File: config.mk
export PLATFORM = sky130hd
export DESIGN_NAME = tga_front
export DESIGN_NICKNAME = d
export VERILOG_FILES = /design/src/sv/tga_pkg.sv /design/src/sv/tga_front.sv
export SDC_FILE = /design/constraint.sdc
export NUM_CORES = 2
export LEC_CHECK = 0
export BUFFER_PORTS_ARGS = -buffer_cell sky130_fd_sc_hd__buf_2
export CAP_MARGIN = 40
export CORE_MARGIN = 1.5
export CORE_UTILIZATION = 46
export CTS_CLUSTER_DIAMETER = 40
export DETAILED_ROUTE_END_ITERATION = 8
export GPL_TIMING_DRIVEN = 0
export SYNTH_ARGS = -nofsm -noshare
export SYNTH_HDL_FRONTEND = slang
export SYNTH_SLANG_ARGS = --single-unit
File: constraint.sdc
create_clock -name clk_i -period 15.58 [get_ports clk_i]
set_input_delay 0.779 -clock clk_i [delete_from_list [all_inputs] [get_ports clk_i]]
set_output_delay 0.779 -clock clk_i [all_outputs]
set_load 0.005 [all_outputs]
File: src/sv/tga_pkg.sv
`timescale 1ns / 1ps
`default_nettype none
package tga_pkg;
  localparam int PaletteDepth = 256;
  localparam int PalAw = (PaletteDepth > 1) ? $clog2(PaletteDepth) : 1;

  typedef enum logic [2:0] {
    PH_HEADER = 3'd0,
    PH_SKIP   = 3'd1,
    PH_MAP    = 3'd2,
    PH_PACKET = 3'd3,
    PH_PIXEL  = 3'd4,
    PH_IDLE   = 3'd5
  } phase_e;

  typedef enum logic [1:0] {
    KIND_RUN      = 2'd0,
    KIND_BAD_PIX  = 2'd1,
    KIND_BAD_TYPE = 2'd2,
    KIND_BAD_MAP  = 2'd3
  } kind_e;

  // front-to-back command: a run with its pixel still unresolved
  typedef struct packed {
    kind_e       kind;
    logic        mapped;
    logic [7:0]  index;
    logic [31:0] pixel;
    logic [2:0]  pixel_bytes;
    logic [7:0]  run_count;
    logic [15:0] column;
    logic [15:0] dest_row;
    logic        image_done;
  } cmd_t;

  // result item
  typedef struct packed {
    kind_e       kind;
    logic [31:0] pixel;
    logic [2:0]  pixel_bytes;
    logic [7:0]  run_count;
    logic [15:0] column;
    logic [15:0] dest_row;
    logic        image_done;
  } res_t;

  // palette write from the parser
  typedef struct packed {
    logic             en;
    logic [PalAw-1:0] addr;
    logic [31:0]      data;
  } pal_wr_t;

  function automatic logic [31:0] swap02(input logic [31:0] v);
    swap02 = {v[31:24], v[7:0], v[15:8], v[23:16]};
  endfunction

  function automatic logic size_ok(input logic [7:0] b);
    size_ok = (b == 8'd8) || (b == 8'd24) || (b == 8'd32);
  endfunction
endpackage
`default_nettype wire

File: src/sv/tga_front.sv
`timescale 1ns / 1ps
`default_nettype none
module tga_front (
  input  wire logic           clk_i,
  input  wire logic           rst_ni,
  input  wire logic           in_valid_i,
  output logic                in_ready_o,
  input  wire logic [7:0]     data_byte_i,
  input  wire logic           first_i,
  output tga_pkg::cmd_t       cmd_o,
  output logic                cmd_valid_o,
  input  wire logic           cmd_ready_i,
  output tga_pkg::pal_wr_t    pal_wr_o
);
  tga_pkg::phase_e phase_q, phase_d, ph;
  logic [4:0]  hidx_q, hidx_d;
  logic [7:0]  ident_q, ident_d, kind_q, kind_d, mbits_q, mbits_d, pbits_q, pbits_d;
  logic [15:0] ment_q, ment_d, width_q, width_d, height_q, height_d;
  logic [17:0] skip_q, skip_d;
  logic [7:0]  pleft_q, pleft_d;
  logic        prun_q, prun_d;
  logic [31:0] acc_q, acc_d;
  logic [1:0]  bip_q, bip_d;
  logic [15:0] col_q, col_d, row_q, row_d;
  logic [16:0] mpos_q, mpos_d;
  // remaining pixels, kept as a running count (height*width fits 32 bits)
  logic [31:0] rem_q, rem_d;
  // registered width*height, settled well before the last header byte
  logic [31:0] area_q;

  logic take, mapped, rle, wrap_busy, after_id, start_px;
  logic [31:0] acc_n;
  logic [2:0]  need, pb, eb;
  logic [31:0] n32;
  logic [16:0] sum;
  logic        done;

  // narrow images: column still past the row end, wrap one row per cycle
  assign wrap_busy = (col_q >= width_q) && (width_q != 16'd0) &&
                     (phase_q == tga_pkg::PH_PIXEL || phase_q == tga_pkg::PH_PACKET);
  assign in_ready_o = cmd_ready_i && !wrap_busy;
  assign take = in_valid_i && in_ready_o;
  assign ph = first_i ? tga_pkg::PH_HEADER : phase_q;
  assign mapped = (kind_q == 8'd1) || (kind_q == 8'd9);
  assign rle = (kind_q == 8'd9) || (kind_q == 8'd10);
  assign eb = mbits_q[5:3];
  assign need = mapped ? 3'd1 : pbits_q[5:3];
  assign pb = mapped ? mbits_q[5:3] : pbits_q[5:3];
  assign acc_n = acc_q | ({24'd0, data_byte_i} << {bip_q, 3'b000});

  always_ff @(posedge clk_i) area_q <= width_q * height_q;

  always_comb begin
    phase_d = phase_q; hidx_d = (take && first_i) ? 5'd0 : hidx_q;
    ident_d = ident_q; kind_d = kind_q; mbits_d = mbits_q; pbits_d = pbits_q;
    ment_d = ment_q; width_d = width_q; height_d = height_q; skip_d = skip_q;
    pleft_d = pleft_q; prun_d = prun_q; acc_d = acc_q; bip_d = bip_q;
    col_d = col_q; row_d = row_q; mpos_d = mpos_q; rem_d = rem_q;
    cmd_o = '0; cmd_valid_o = 1'b0; pal_wr_o = '0;
    n32 = 32'd1; sum = '0; done = 1'b0;
    after_id = 1'b0; start_px = 1'b0;
    if (take) begin
      case (ph)
        tga_pkg::PH_HEADER: begin
          case (hidx_d)
            5'd0:  ident_d = data_byte_i;
            5'd2:  kind_d = data_byte_i;
            5'd5:  ment_d[7:0] = data_byte_i;
            5'd6:  ment_d[15:8] = data_byte_i;
            5'd7:  mbits_d = data_byte_i;
            5'd12: width_d[7:0] = data_byte_i;
            5'd13: width_d[15:8] = data_byte_i;
            5'd14: height_d[7:0] = data_byte_i;
            5'd15: height_d[15:8] = data_byte_i;
            5'd16: pbits_d = data_byte_i;
            default: ;
          endcase
          if (hidx_d < 5'd17) begin
            hidx_d = hidx_d + 5'd1; phase_d = tga_pkg::PH_HEADER;
          end else begin
            hidx_d = '0;
            cmd_o.image_done = 1'b1;
            if (!tga_pkg::size_ok(pbits_q)) cmd_o.kind = tga_pkg::KIND_BAD_PIX;
            else if (!(kind_q == 8'd1 || kind_q == 8'd2 || kind_q == 8'd9 || kind_q == 8'd10))
              cmd_o.kind = tga_pkg::KIND_BAD_TYPE;
            else if (mapped && !tga_pkg::size_ok(mbits_q)) cmd_o.kind = tga_pkg::KIND_BAD_MAP;
            if (cmd_o.kind != tga_pkg::KIND_RUN) begin
              cmd_valid_o = 1'b1; phase_d = tga_pkg::PH_IDLE;
            end else if (ident_q != 8'd0) begin
              phase_d = tga_pkg::PH_SKIP;
              skip_d = {10'd0, ident_q};
            end else begin
              cmd_o.image_done = 1'b0;
              after_id = 1'b1;
            end
          end
        end
        tga_pkg::PH_SKIP: begin
          skip_d = skip_q - 18'd1;
          if (skip_d == 18'd0) after_id = 1'b1;
        end
        tga_pkg::PH_MAP: begin
          acc_d = acc_n; bip_d = bip_q + 2'd1;
          if ({1'b0, bip_q} + 3'd1 >= eb) begin
            pal_wr_o.en = (mpos_q < 17'(tga_pkg::PaletteDepth));
            pal_wr_o.addr = mpos_q[tga_pkg::PalAw-1:0];
            pal_wr_o.data = (eb >= 3'd3) ? tga_pkg::swap02(acc_n) : acc_n;
            mpos_d = mpos_q + 17'd1; bip_d = '0; acc_d = '0;
          end
          skip_d = skip_q - 18'd1;
          if (skip_d == 18'd0) start_px = 1'b1;
        end
        tga_pkg::PH_PACKET: begin
          prun_d = data_byte_i[7];
          pleft_d = {1'b0, data_byte_i[6:0]} + 8'd1;
          bip_d = '0; acc_d = '0; phase_d = tga_pkg::PH_PIXEL;
        end
        tga_pkg::PH_PIXEL: begin
          acc_d = acc_n; bip_d = bip_q + 2'd1;
          if ({1'b0, bip_q} + 3'd1 >= need) begin
            bip_d = '0; acc_d = '0;
            n32 = (rle && prun_q) ? {24'd0, pleft_q} : 32'd1;
            if (n32 > rem_q) n32 = rem_q;
            done = (n32 == rem_q);
            rem_d = rem_q - n32;
            cmd_valid_o = 1'b1;
            cmd_o.kind = tga_pkg::KIND_RUN;
            cmd_o.mapped = mapped;
            cmd_o.index = acc_n[7:0];
            cmd_o.pixel = (pb >= 3'd3) ? tga_pkg::swap02(acc_n) : acc_n;
            cmd_o.pixel_bytes = pb;
            cmd_o.run_count = n32[7:0];
            cmd_o.column = col_q;
            cmd_o.dest_row = height_q - 16'd1 - row_q;
            cmd_o.image_done = done;
            // one wrap here; width under 128 may need more, done while stalled
            sum = {1'b0, col_q} + {9'd0, n32[7:0]};
            if (sum >= {1'b0, width_q}) begin
              col_d = 16'(sum - {1'b0, width_q}); row_d = row_q + 16'd1;
            end else col_d = sum[15:0];
            if (rle) begin
              if (prun_q || pleft_q <= 8'd1) phase_d = tga_pkg::PH_PACKET;
              else pleft_d = pleft_q - 8'd1;
            end
            if (done) phase_d = tga_pkg::PH_IDLE;
          end
        end
        default: ;
      endcase
    end
    // narrow-width wrap: subtract width once per cycle, input paused
    if (wrap_busy) begin
      col_d = col_q - width_q; row_d = row_q + 16'd1;
    end
    // leaving header/skip: map load if mapped with map entries, else pixel data
    if (after_id) begin
      if (mapped && ment_q != 16'd0) begin
        skip_d = {2'd0, ment_q} * {15'd0, eb};
        mpos_d = '0; bip_d = '0; acc_d = '0; phase_d = tga_pkg::PH_MAP;
      end else begin
        start_px = 1'b1;
      end
    end
    if (start_px) begin
      bip_d = '0; acc_d = '0; col_d = '0; row_d = '0; rem_d = area_q;
      if (width_q == 16'd0 || height_q == 16'd0) phase_d = tga_pkg::PH_IDLE;
      else phase_d = rle ? tga_pkg::PH_PACKET : tga_pkg::PH_PIXEL;
    end
  end

  always_ff @(posedge clk_i or negedge rst_ni) begin
    if (!rst_ni) begin
      phase_q <= tga_pkg::PH_HEADER; hidx_q <= '0; ident_q <= '0; kind_q <= '0;
      mbits_q <= '0; pbits_q <= '0; ment_q <= '0; width_q <= '0; height_q <= '0;
      skip_q <= '0; pleft_q <= '0; prun_q <= 1'b0; acc_q <= '0; bip_q <= '0;
      col_q <= '0; row_q <= '0; mpos_q <= '0; rem_q <= '0;
    end else begin
      phase_q <= phase_d; hidx_q <= hidx_d; ident_q <= ident_d; kind_q <= kind_d;
      mbits_q <= mbits_d; pbits_q <= pbits_d; ment_q <= ment_d; width_q <= width_d;
      height_q <= height_d; skip_q <= skip_d; pleft_q <= pleft_d; prun_q <= prun_d;
      acc_q <= acc_d; bip_q <= bip_d; col_q <= col_d; row_q <= row_d;
      mpos_q <= mpos_d; rem_q <= rem_d;
    end
  end
endmodule
`default_nettype wire

==> reports/summary.txt <==
global-route wire length before repair = 126500 µm
post-synthesis adder-cell area fraction = 0.2603
Detail Route Antenna Nets = 0
drt pass-1 iters = 6
net switching power = 1837 µW
power share of the sequential group = 0.238
Setup CP Type = reg2reg
layout cells sized above 1 = 0.1154
ys async rst share = 0.8779
Iter 0 DRT Violations = 1507
# Max-Cap Violations = 0
Via density = 5.573
worst slew pin tran = 940.2 ps
largest net degree at the start of global routing = 114
core region area = 57480 µm²
ys flop type = dfrtp_1
syn nets = 3557
post-CTS setup buffers = 0
multiplexer area fraction after synthesis = 0.04521
Yosys warnings = 0
WL per Instance = 19.42 µm
Distinct cells, synth = 92
Final Critical Period = 9344 ps
power share of the combinational group = 0.482
final net count = 3759
outcome = finished, final reports clean
Layout Skew = 20.69 ps
Core Util, Final = 0.5266
H-tree lvl count = 2
register area share after synthesis = 0.2400
Pwr Density = 138.8 nW/µm²
share of total power in the clock network = 0.280
Final TNS setup = 0 ps
Crit Path Max Fanout = 10
# setup viols final = 0
CTS Sinks = 262
GP Congestion = 0.9266
row count = 88
peak supply drop = 0.1163 mV
CP startpoint kind = register
Synth Area in Simple Gates = 0.2042
Max-slew headroom = 0.3684
P&R area growth vs syn = 13.57%
Ports = 143
sw frac = 0.4373
Post-Synth XOR/XNOR Area = 0.04601
RSZ-0062 raised after global routing = false
Cells after Synth = 3118
cell mode on critical path = o21a_1
I/O Buffers = 140
worst stage delay on the critical path = 630 ps
Filler Cells Inserted = 5456
Die X = 243.7 µm
final slew viol count = 0
initial antenna violation count = 3
final wirelength = 80190 µm
Root Buffer = clkbuf_16
die area = 59390 µm²
Worst-path clk slew = 60 ps
Leakage = 0.01469 µW
Worst EP required = 16100 ps
post-DP HPWL = 62990 µm
Initial Util = 0.4637
Synth Cell Area = 26650 µm²
slowest stage cell, crit path = mux2i_1
#FFs+latches synth = 262
# DRC = 0
die height = 243.7 µm
number of CTS-inserted buffers = 51
Worst Setup End Kind = register
vias in the first global route = 22900
CTS tree = built
remaining global-route overflow = 0
crit share post-route = 0.5997
Post-synth EDFFs = 0
largest family of logic cells by synthesized area = adder cells
syn_area_per_cell = 8.547 µm²
worst skew pair latency = 610 ps
Placed Area = 28420 µm²
Max Freq = 107.0 MHz
final hold vios = 0
fin area = 30270 µm²
All-Layer GR Usage = 0.2713
via count = 23010
hold crit path type = reg2reg
Clock Path Buffers = 3
compound-gate portion of the synthesized area = 0.1325
Int Pwr = 2365 µW
Worst EP arrival = 9860 ps
-- power groups by stage --
stage | registers, µW | clock network (µW) | logic, µW
detailed placement | 1010 | 0 | 1980
finish | 1000 | 1180 | 2030
global placement | 1000 | 0 | 1940
floorplan | 951 | 0 | 1470
CTS | 997 | 1190 | 2000
global route | 1020 | 1230 | 2240
-- per-stage QoR --
stage | power (µW) | hold slack, ps | instances | setup WS (ps)
2_1_floorplan | 2423 | 405.7 | 3118 | 8134
3_3_place_gp | 2944 | 420.3 | 4023 | 6330
3_5_place_dp | 2988 | 424.1 | 4031 | 6424
4_1_cts | 4189 | 435.3 | 4128 | 6354
5_1_grt | 4488 | 443.7 | 4129 | 5528
6_report | 4202 | 428.1 | 4129 | 6236
-- worst max-delay path: cells and delay by family, from the launching register on --
kind                       cells  cell delay (ps)
buffers and inverters          3              780
DFF                            1              370
adders and majority gates      3              910
and+or+nand+nor                9             2290
AOI/OAI and AO/OA             16             3860
muxes                          2              860
xor gates and xnor gates       1              170
-- routing by layer --
layer  track usage  up-vias  part of all wire
met5             0        -           0.00015
met4       0.09495        2             0.035
li1              -    10810                 -
met2        0.4195      775              0.44
met1        0.3782    11270              0.45
met3       0.05265      160             0.072
-- kinds of logic (layout without fill, tap and decap cells) --
family,Yosys count,after routing
compound gates,572,572
xor+xnor,140,140
fa+ha+maj,426,426
buf+inv,495,740
flops,262,262
mux,101,101
other cells,0,1
simple gates,1122,1122
-- area by class of cell --
| cell class | instances | area, µm² | area share |
|---|---|---|---|
| multi-input cells | 2361 | 18340 | 0.6060 |
| clock buffers | 61 | 1355 | 0.04477 |
| plain buffers | 157 | 643.1 | 0.02125 |
| inverters | 338 | 1269 | 0.04192 |
| flip-flops and latches | 262 | 6396 | 0.2113 |
| diodes | 1 | 2.502 | 0.00008268 |
| repair buffers | 149 | 822.0 | 0.02716 |
| well taps | 765 | 957.2 | 0.03162 |
| clock inverters | 35 | 479.2 | 0.01583 |
-- synthesized netlist by cell type (7+ instances only) --
library cell / instances / share of area
o21ai_0: 126 / 0.024
a21oi_1: 199 / 0.037
a22o_1: 7 / 0.0023
dfrtp_1: 230 / 0.22
a221o_1: 7 / 0.0026
and3_1: 28 / 0.0066
a22oi_1: 8 / 0.0023
nand2_1: 378 / 0.053
xor2_1: 55 / 0.018
mux2i_1: 18 / 0.0068
fa_1: 214 / 0.16
nand3_1: 52 / 0.0098
o21bai_1: 9 / 0.0025
buf_2: 15 / 0.0028
and2_1: 110 / 0.026
o21a_1: 21 / 0.0059
buf_1: 15 / 0.0021
a21o_1: 51 / 0.014
dfxtp_1: 32 / 0.024
nand4_1: 27 / 0.0063
nor2b_1: 32 / 0.0075
nor3_1: 69 / 0.013
or3_1: 27 / 0.0063
nor2_1: 294 / 0.041
a31oi_1: 14 / 0.0033
nand2b_1: 22 / 0.0052
xnor2_1: 85 / 0.028
o21ai_1: 15 / 0.0028
ha_1: 212 / 0.10
inv_1: 337 / 0.047
mux2_2: 59 / 0.025
clkbuf_1: 121 / 0.017
a211oi_1: 48 / 0.014
mux2_4: 24 / 0.014
nor4_1: 23 / 0.0054
o211ai_1: 9 / 0.0025
-- sequential cells by signal, summed over array words and instances, names as in the netlist --
signal / cells
prun_q: 1
height_q: 16
rem_q: 32
bip_q: 2
kind_q: 8
ident_q: 8
area_q: 32
col_q: 16
hidx_q: 5
mbits_q: 8
row_q: 16
mpos_q: 17
ment_q: 16
pleft_q: 8
phase_q: 3
acc_q: 32
skip_q: 18
pbits_q: 8
width_q: 16
-- path summary, 6_finish.rpt --
kind,from,end,slack [ps],depth (start not counted)
setup / recovery,kind_q[5]$_DFFE_PN0P_,row_q[15]$_DFFE_PN0P_,6240,34
hold / removal,area_q[13]$_DFF_P_,rem_q[13]$_DFFE_PN0P_,430,2
setup reg to reg,kind_q[5]$_DFFE_PN0P_,row_q[15]$_DFFE_PN0P_,6240,34
hold reg to reg,area_q[13]$_DFF_P_,rem_q[13]$_DFFE_PN0P_,430,2
max in group asynchronous,rst_ni,ment_q[5]$_DFFE_PN0P_,13630,4
min in group asynchronous,rst_ni,rem_q[11]$_DFFE_PN0P_,600,2
-- timing repair --
action	CTS	global route
endpoints found under the hold margin	24	0
endpoints found under the setup margin	0	0
hold buffers	1	0
gates resized for setup	0	0
-- cells in the final DEF (no fill, tap or decap), types with 69 or more instances in the layout --
| master | count |
|---|---|
| a21oi_1 | 199 |
| and2_1 | 110 |
| buf_2 | 155 |
| clkbuf_1 | 128 |
| dfrtp_1 | 230 |
| fa_1 | 214 |
| ha_1 | 212 |
| inv_1 | 337 |
| nand2_1 | 378 |
| nor2_1 | 294 |
| nor3_1 | 69 |
| o21ai_0 | 126 |
| xnor2_1 | 85 |
Note: power is estimated with default switching activity, not from simulation.
